[config.mk]
export PLATFORM = sky130hd
export DESIGN_NAME = stepper_phase_sequencer_top
export DESIGN_NICKNAME = d
export VERILOG_FILES = /design/src/sv/sps_pkg.sv /design/src/sv/sps_dir_fifo.sv /design/src/sv/sps_motion.sv /design/src/sv/stepper_phase_sequencer_top.sv
export SDC_FILE = /design/constraint.sdc
export NUM_CORES = 1
export LEC_CHECK = 0
export BUFFER_PORTS_ARGS = -buffer_cell sky130_fd_sc_hd__buf_4
export CAP_MARGIN = 20
export CORE_MARGIN = 3
export CORE_UTILIZATION = 29
export DETAILED_ROUTE_END_ITERATION = 8
export PLACE_DENSITY = 0.52
export SLEW_MARGIN = 40
export SYNTH_ARGS = -nofsm -noshare
export SYNTH_HDL_FRONTEND = slang
export SYNTH_SLANG_ARGS = --single-unit
export TNS_END_PERCENT = 30
[constraint.sdc]
create_clock -name i_clk -period 10.5 [get_ports i_clk]
set_input_delay 0.525 -clock i_clk [delete_from_list [all_inputs] [get_ports i_clk]]
set_output_delay 0.525 -clock i_clk [all_outputs]
set_load 0.01 [all_outputs]
[src/sv/sps_pkg.sv]
// ----------------------------------------------------------------------------
// sps_pkg
// Shared types, constants and coil tables for the stepper phase sequencer.
// ----------------------------------------------------------------------------
`default_nettype none

package sps_pkg;

    localparam int FIFO_DEPTH = 8;
    localparam int FIFO_AW    = $clog2(FIFO_DEPTH);
    localparam int CNT_W      = $clog2(FIFO_DEPTH + 1);

    localparam int SPR_W      = 8;
    localparam int CFG_IDX_W  = 8;
    localparam int CFG_DATA_W = 8;
    localparam int POS_W      = 10;
    localparam int STEPS_W    = SPR_W + 1;
    localparam int DRIVE_W    = 6;
    localparam int PEND_W     = 4;

    localparam int IN_DATA_W  = 8;
    localparam int IN_USER_W  = 1;
    localparam int OUT_DATA_W = 16;

    localparam logic REQ_STEP = 1'b0;
    localparam logic REQ_TICK = 1'b1;

    localparam logic DIR_FWD  = 1'b0;

    localparam logic [CFG_IDX_W-1:0] CFG_STEPS_PER_REV = CFG_IDX_W'(0);
    localparam logic [CFG_IDX_W-1:0] CFG_HALF_STEP     = CFG_IDX_W'(1);

    localparam logic [SPR_W-1:0]   SPR_RESET   = SPR_W'(20);
    localparam logic               HALF_RESET  = 1'b1;
    localparam logic [DRIVE_W-1:0] DRIVE_RESET = DRIVE_W'(8);
    localparam logic [POS_W-1:0]   POS_RESET   = '1;

    typedef struct packed {
        logic push;
        logic pop;
        logic dir;
    } t_fifo_ctrl;

    typedef struct packed {
        logic              full;
        logic              empty;
        logic              head_dir;
        logic [CNT_W-1:0]  count_next;
    } t_fifo_status;

    function automatic logic [DRIVE_W-1:0] half_pattern(input logic [2:0] phase);
        logic [DRIVE_W-1:0] pat;
        case (phase)
            3'd0:    pat = 6'h1A;
            3'd1:    pat = 6'h18;
            3'd2:    pat = 6'h1C;
            3'd3:    pat = 6'h0C;
            3'd4:    pat = 6'h2C;
            3'd5:    pat = 6'h28;
            3'd6:    pat = 6'h2A;
            default: pat = 6'h0A;
        endcase
        return pat;
    endfunction

    function automatic logic [DRIVE_W-1:0] full_pattern(input logic [1:0] phase);
        logic [DRIVE_W-1:0] pat;
        case (phase)
            2'd0:    pat = 6'h1A;
            2'd1:    pat = 6'h1C;
            2'd2:    pat = 6'h2C;
            default: pat = 6'h2A;
        endcase
        return pat;
    endfunction

endpackage

`default_nettype wire

[src/sv/sps_dir_fifo.sv]
// ----------------------------------------------------------------------------
// sps_dir_fifo
// Direction buffer: one bit per pending step, pushed by step pulses and
// popped by service ticks.
// ----------------------------------------------------------------------------
`default_nettype none

module sps_dir_fifo
    import sps_pkg::*;
(
    input  wire logic         i_clk,
    input  wire logic         i_rst_n,
    input  wire t_fifo_ctrl   i_ctrl,
    output t_fifo_status      o_status
);

    logic               r_mem [FIFO_DEPTH];
    logic [FIFO_AW-1:0] r_head, n_head;
    logic [FIFO_AW-1:0] r_tail, n_tail;
    logic [CNT_W-1:0]   r_count, n_count;
    logic               full;
    logic               empty;
    logic               do_push;
    logic               do_pop;

    function automatic logic [FIFO_AW-1:0] ptr_inc(input logic [FIFO_AW-1:0] ptr);
        return (ptr == FIFO_AW'(FIFO_DEPTH - 1)) ? '0 : ptr + FIFO_AW'(1);
    endfunction

    assign full    = (r_count == CNT_W'(FIFO_DEPTH));
    assign empty   = (r_count == '0);
    assign do_push = i_ctrl.push && !full;
    assign do_pop  = i_ctrl.pop && !empty;

    always_comb begin
        n_head  = r_head;
        n_tail  = r_tail;
        n_count = r_count;
        if (do_push) begin
            n_tail  = ptr_inc(r_tail);
            n_count = r_count + CNT_W'(1);
        end else if (do_pop) begin
            n_head  = ptr_inc(r_head);
            n_count = r_count - CNT_W'(1);
        end
    end

    always_ff @(posedge i_clk) begin
        if (!i_rst_n) begin
            r_head  <= '0;
            r_tail  <= '0;
            r_count <= '0;
        end else begin
            r_head  <= n_head;
            r_tail  <= n_tail;
            r_count <= n_count;
        end
    end

    always_ff @(posedge i_clk) begin
        if (do_push) begin
            r_mem[r_tail] <= i_ctrl.dir;
        end
    end

    assign o_status.full       = full;
    assign o_status.empty      = empty;
    assign o_status.head_dir   = r_mem[r_head];
    assign o_status.count_next = n_count;

endmodule

`default_nettype wire

[src/sv/sps_motion.sv]
// ----------------------------------------------------------------------------
// sps_motion
// Rotor position counter with wrap at the step count and coil pattern
// lookup for half and full stepping.
// ----------------------------------------------------------------------------
`default_nettype none

module sps_motion
    import sps_pkg::*;
(
    input  wire logic               i_clk,
    input  wire logic               i_rst_n,
    input  wire logic               i_step,
    input  wire logic               i_dir,
    input  wire logic [SPR_W-1:0]   i_steps_per_rev,
    input  wire logic               i_half_step,
    output logic      [DRIVE_W-1:0] o_drive_next
);

    logic signed [POS_W-1:0] r_pos, n_pos;
    logic        [DRIVE_W-1:0] r_drive, n_drive;
    logic        [SPR_W-1:0]   spr_eff;
    logic        [STEPS_W-1:0] steps;
    logic signed [POS_W-1:0]   steps_s;
    logic signed [POS_W-1:0]   pos_inc;
    logic signed [POS_W-1:0]   pos_base;

    always_comb begin
        spr_eff  = (i_steps_per_rev == '0) ? SPR_W'(1) : i_steps_per_rev;
        steps    = i_half_step ? {spr_eff, 1'b0} : {1'b0, spr_eff};
        steps_s  = $signed(POS_W'(steps));
        pos_inc  = r_pos + POS_W'(1);
        pos_base = (r_pos < 0) ? steps_s : r_pos;
        n_pos    = r_pos;
        n_drive  = r_drive;
        if (i_step) begin
            if (i_dir == DIR_FWD) begin
                n_pos = (pos_inc >= steps_s) ? '0 : pos_inc;
            end else begin
                n_pos = pos_base - POS_W'(1);
            end
            n_drive = i_half_step ? half_pattern(n_pos[2:0]) : full_pattern(n_pos[1:0]);
        end
    end

    always_ff @(posedge i_clk) begin
        if (!i_rst_n) begin
            r_pos   <= POS_RESET;
            r_drive <= DRIVE_RESET;
        end else begin
            r_pos   <= n_pos;
            r_drive <= n_drive;
        end
    end

    assign o_drive_next = n_drive;

endmodule

`default_nettype wire

[src/sv/stepper_phase_sequencer_top.sv]
// ----------------------------------------------------------------------------
// stepper_phase_sequencer_top
// Step/direction stepper phase sequencer with buffered steps.
// ----------------------------------------------------------------------------
// Each input word is either a step pulse (tuser 0), whose direction goes into
// an eight-entry buffer and is dropped when the buffer is full, or a service
// tick (tuser 1), which reports buffer overflow and executes one buffered step if any.
// Every input word gives exactly one output word: the coil pattern now driven,
// the overflow flag and the number of steps still buffered. One word is taken
// per clock while the output is not stalled; each word passes through the input
// register and then the result register. Configuration writes take
// effect on the next step and should be made while no words are in flight.
// ----------------------------------------------------------------------------
`default_nettype none

module stepper_phase_sequencer_top
    import sps_pkg::*;
(
    input  wire logic                  i_clk,
    input  wire logic                  i_rst_n,

    input  wire logic                  s_axis_tvalid,
    output logic                       s_axis_tready,
    input  wire logic [IN_DATA_W-1:0]  s_axis_tdata,   // [0] direction
    input  wire logic [IN_USER_W-1:0]  s_axis_tuser,   // [0] req_type

    output logic                       m_axis_tvalid,
    input  wire logic                  m_axis_tready,
    output logic      [OUT_DATA_W-1:0] m_axis_tdata,   // [5:0] coil_pattern,
                                                       // [6] overflow_error,
                                                       // [10:7] pending_steps

    input  wire logic                  i_cfg_valid,
    output logic                       o_cfg_ready,
    input  wire logic [CFG_IDX_W-1:0]  i_cfg_index,
    input  wire logic [CFG_DATA_W-1:0] i_cfg_data
);

    logic [SPR_W-1:0]     r_steps_per_rev;
    logic                 r_half_step;

    logic                 r_in_valid;
    logic                 r_in_req;
    logic                 r_in_dir;

    logic                 r_out_valid;
    logic [DRIVE_W-1:0]   r_out_coil;
    logic                 r_out_err;
    logic [PEND_W-1:0]    r_out_pend;

    logic                 advance;
    logic                 process;
    logic                 is_tick;
    t_fifo_ctrl           fifo_ctrl;
    t_fifo_status         fifo_status;
    logic [DRIVE_W-1:0]   drive_next;

    // configuration registers
    assign o_cfg_ready = 1'b1;

    always_ff @(posedge i_clk) begin
        if (!i_rst_n) begin
            r_steps_per_rev <= SPR_RESET;
            r_half_step     <= HALF_RESET;
        end else if (i_cfg_valid) begin
            case (i_cfg_index)
                CFG_STEPS_PER_REV: r_steps_per_rev <= i_cfg_data[SPR_W-1:0];
                CFG_HALF_STEP:     r_half_step     <= i_cfg_data[0];
                default:           r_half_step     <= r_half_step;
            endcase
        end
    end

    // pipeline handshake
    assign advance       = !r_out_valid || m_axis_tready;
    assign process       = r_in_valid && advance;
    assign s_axis_tready = !r_in_valid || advance;

    always_ff @(posedge i_clk) begin
        if (!i_rst_n) begin
            r_in_valid <= 1'b0;
        end else if (s_axis_tready) begin
            r_in_valid <= s_axis_tvalid;
        end
    end

    always_ff @(posedge i_clk) begin
        if (s_axis_tready && s_axis_tvalid) begin
            r_in_req <= s_axis_tuser[0];
            r_in_dir <= s_axis_tdata[0];
        end
    end

    assign is_tick        = (r_in_req == REQ_TICK);
    assign fifo_ctrl.push = process && (r_in_req == REQ_STEP);
    assign fifo_ctrl.pop  = process && is_tick;
    assign fifo_ctrl.dir  = r_in_dir;

    sps_dir_fifo u_fifo (
        .i_clk    (i_clk),
        .i_rst_n  (i_rst_n),
        .i_ctrl   (fifo_ctrl),
        .o_status (fifo_status)
    );

    sps_motion u_motion (
        .i_clk           (i_clk),
        .i_rst_n         (i_rst_n),
        .i_step          (fifo_ctrl.pop && !fifo_status.empty),
        .i_dir           (fifo_status.head_dir),
        .i_steps_per_rev (r_steps_per_rev),
        .i_half_step     (r_half_step),
        .o_drive_next    (drive_next)
    );

    // result register
    always_ff @(posedge i_clk) begin
        if (!i_rst_n) begin
            r_out_valid <= 1'b0;
        end else if (advance) begin
            r_out_valid <= r_in_valid;
        end
    end

    always_ff @(posedge i_clk) begin
        if (process) begin
            r_out_coil <= drive_next;
            r_out_err  <= is_tick && fifo_status.full;
            r_out_pend <= PEND_W'(fifo_status.count_next);
        end
    end

    assign m_axis_tvalid = r_out_valid;
    assign m_axis_tdata  = {(OUT_DATA_W - DRIVE_W - 1 - PEND_W)'(0),
                            r_out_pend, r_out_err, r_out_coil};

endmodule

`default_nettype wire

==> run_results.csv <==
group,metric,value,unit
run_status,status,"complete, no violations",
routing,first_pass_iters,4,
routing,ant_nets,0,
min_path,worstHoldEndpoint,"is_tick",
timing,min_period,4.28,ns
routing,routedWlPerCell,14.3,um
yosys,ys_types,67,
finish,fin_cells,546,
finish,area_growth,19.0,%
pwr,pwr-share-seq,0.326,
clock_network,post-cts-setup-buffers,0,
clock_network,cts_root_buf,"clkbuf_16",
pwr,vdd_drop_max,0.122,mV
yosys,syn_inst,372,
worst_setup_path,cp.arrival,4.56,ns
worst_setup_path,worstPathRequired,10.77,ns
global_routing,grt_pass1_wl,13.0,mm
worst_setup_path,cp_slowest_cell,"dfxtp_1",
routing,drtIter0Drc,139,
finish,num_antenna_cells,0,
floorplan,start_util,0.305,
placed_design,placed_cells,531,
floorplan,io_pins,49,
routing,vias,2752,
routing,wl,7.79,mm
timing,setup_viol,0,
timing,fin_skew,0.00577,ns
clock_network,clock_latency,0.33,ns
worst_setup_path,slowest_delay,0.46,ns
clock_network,clk_pin_slew,0.05,ns
placed_design,hpwl,5.50,mm
routing,post_drt_via_cell_ratio,5.04,
floorplan,die_area,13700,um^2
finish,drive_above_1_share,0.166,
global_routing,grt_pass1_vias,2713,
finish,fillers,1184,
timing,fin_tns_setup,0,ns
yosys,yosysSeqAreaShare,0.400,
yosys,synth_top_area_cell,"dfxtp_1",
pwr,comb_power_share,0.244,
min_path,hold_path.class,"in -> reg",
global_routing,globalRouteTotalUtil,0.122,
timing,worst_pin_slew,0.838,ns
timing,max_freq,0.233,GHz
flow_run,cap_violations,0,
pwr,switching_share,0.286,
placed_design,dpl_worst_slack,6.23,ns
floorplan,fp.dieW,117,um
yosys,syn_avg_cell_area,9.61,um^2
worst_setup_path,r2r-start,"u_motion.r_pos[0]",
finish,layout_common_cells,"dfxtp_1 (40), nand2_1 (36), buf_4 (36)",
floorplan,rows,39,
min_path,min_path_cells,1,
yosys,yosys_warnings,0,
pwr,p_leak,1.70,nW
finish,layout.nets,450,
yosys,synth_edf_count,21,
global_routing,grt_max_degree,41,
pwr,total_power,0.000845,W
yosys,post-synth-top-area-fraction,0.224,
clock_network,numCtsBuffers,9,
placed_design,place_congestion,0.834,
yosys,ys.flop_type,"dfxtp_1",
worst_setup_path,startpoint_type,"flip-flop",
global_routing,grt_overflow,0,
timing,finalHoldViolCount,0,
finish,multi_input_area,1990,um^2
yosys,synthArstFlopShare,0,
clock_network,cts_resized,0,
worst_setup_path,path_max_fanout,7,
routing,drc,0,
worst_setup_path,worstPathCellList,"ha_1 -> and3_1 -> nand3_1 -> nor2_1 -> xor2_1 -> ha_1 -> nand3_1 -> o31ai_1 -> o21a_1 -> nor3_2 -> a21oi_1 -> inv_1 -> ha_1 -> nor3_1 -> nor4_1 -> mux2i_1 -> o22ai_1 -> nor3_1 -> and2_1",
worst_setup_path,r2r-end,"u_motion.r_drive[1]",
timing,fin_crit_sh,0.408,
pwr,p_sw,0.000242,W
timing,slew_viol_final,0,
yosys,syn_area,3570,um^2
finish,final_common_cell,"dfxtp_1",
worst_setup_path,reg2reg_slack,6.22,ns
timing,final.setup.worst_slack,6.22,ns
pwr,clkPwrFrac,0.429,
worst_setup_path,crit_top_cell,"ha_1",
worst_setup_path,reg2reg_depth,19,
clock_network,cts_sinks,61,
timing,rsz0062_at_grt,"no",
finish,ff_latch_area,1430,um^2
yosys,yosys-top-cells-area,"dfxtp_1 (22%), edfxtp_1 (18%), ha_1 (7.4%)",
floorplan,die_h,117,um
pwr,power_density,199,nW/um^2
yosys,ys_ff_latch,61,
floorplan,coreArea,11700,um^2
min_path,hp-start,"s_axis_tuser",
global_routing,antenna_found_initial,0,
worst_setup_path,end_kind,"flip-flop",
placed_design,io_buffers,35,
pwr,intPower,0.000603,W
clock_network,postCtsHoldBufs,0,
clock_network,clock_path_buffers,2,
timing,slew_headroom,0.437,
worst_setup_path,crit_type,"reg -> reg",
clock_network,h-tree-depth,3,
clock_network,cts_tree,"built",
worst max-delay path by stage:
stage                       from  slack, ns                  end  cells past startpoint
2_1_floorplan  u_motion.r_pos[0]       6.91  u_motion.r_drive[1]                     19
3_3_place_gp   u_motion.r_pos[0]       6.26  u_motion.r_drive[1]                     19
3_5_place_dp   u_motion.r_pos[0]       6.23  u_motion.r_drive[1]                     18
4_1_cts        u_motion.r_pos[0]       6.19  u_motion.r_drive[1]                     18
5_1_grt        u_motion.r_pos[0]       5.76  u_motion.r_drive[1]                     18
6_report       u_motion.r_pos[0]       6.22  u_motion.r_drive[1]                     19
cell type report:
class,instances,area share
Timing Repair Buffer,36,0.0635
Clock buffer,11,0.0570
Sequential cell,61,0.336
Tap cell,143,0.0420
Inverter,7,0.00617
Clock inverter,4,0.0282
Multi-Input combinational cell,284,0.467
critical path, delay by kind of cell, from the launching register on:
family	cells	cell delay, ns
AOI/OAI and AO/OA	4	1.14
xor gates and xnor gates	1	0.25
adders and majority gates	3	0.75
buffers and inverters	1	0.11
DFF	1	0.46
muxes	1	0.16
and+or+nand+nor	9	1.36
power groups by stage:
stage	logic [W]	registers (W)	clock network [W]
finish	0.000206	0.000276	0.000363
global route	0.000233	0.000278	0.000382
CTS	0.000206	0.000276	0.000372
detailed placement	0.000204	0.000280	0
global placement	0.000202	0.000280	0
floorplan	0.000156	0.000277	0
per-layer routing:
layer / GRT usage / routed length [um] / vias to the layer above
met3: 0.0447 / 544 / 10
met5: 0 / 0 / -
met4: 0.0482 / 114 / 0
met2: 0.193 / 3510 / 64
li1: - / - / 1400
met1: 0.152 / 3630 / 1278
synth_stat cells (5+ instances only):
| library cell | count |
|---|---|
| a21o_1 | 6 |
| a21oi_1 | 15 |
| and2_1 | 11 |
| and3_1 | 7 |
| buf_2 | 6 |
| buf_4 | 9 |
| clkbuf_1 | 6 |
| dfxtp_1 | 40 |
| edfxtp_1 | 21 |
| ha_1 | 21 |
| inv_1 | 7 |
| mux2i_1 | 16 |
| nand2_1 | 36 |
| nand3_1 | 12 |
| nand4_1 | 6 |
| nor2_1 | 23 |
| nor2b_1 | 13 |
| nor3_1 | 17 |
| nor3b_1 | 5 |
| nor4_1 | 6 |
| o21ai_0 | 11 |
| xnor2_1 | 9 |
| xor2_1 | 6 |
cells by family after synthesis:
logic type                 after synthesis  share of synthesized area
AOI/OAI and AO/OA                       65                      0.131
other                                    2                    0.00210
DFF                                     61                      0.400
and+or+nand+nor                        156                      0.234
xor gates and xnor gates                16                     0.0413
buffers and inverters                   31                     0.0483
adders and majority gates               21                     0.0735
muxes                                   20                     0.0700
flip-flops by register name (all words and copies together), names as in the netlist, named ones only:
name,flops
m_axis_tvalid,1
r_in_valid,1
u_motion.r_drive,6
r_out_pend,4
u_fifo.r_mem,8
u_fifo.r_head,3
r_steps_per_rev,8
r_out_coil,6
u_motion.r_pos,10
u_fifo.r_tail,3
r_out_err,1
u_fifo.r_count,4
r_half_step,1
is_tick,1
r_in_dir,1
metrics by stage:
| step | hold slack (ns) | cell area (um^2) | utilization |
|---|---|---|---|
| after floorplan | 0.407 | 3590 | - |
| after global placement | 0.418 | 3890 | 0.332 |
| after detailed placement | 0.429 | 3890 | 0.332 |
| after CTS | 0.353 | 4260 | 0.363 |
| after global routing | 0.354 | 4260 | 0.363 |
| final | 0.368 | 4260 | 0.363 |
Power figures use the tool's default switching activity.
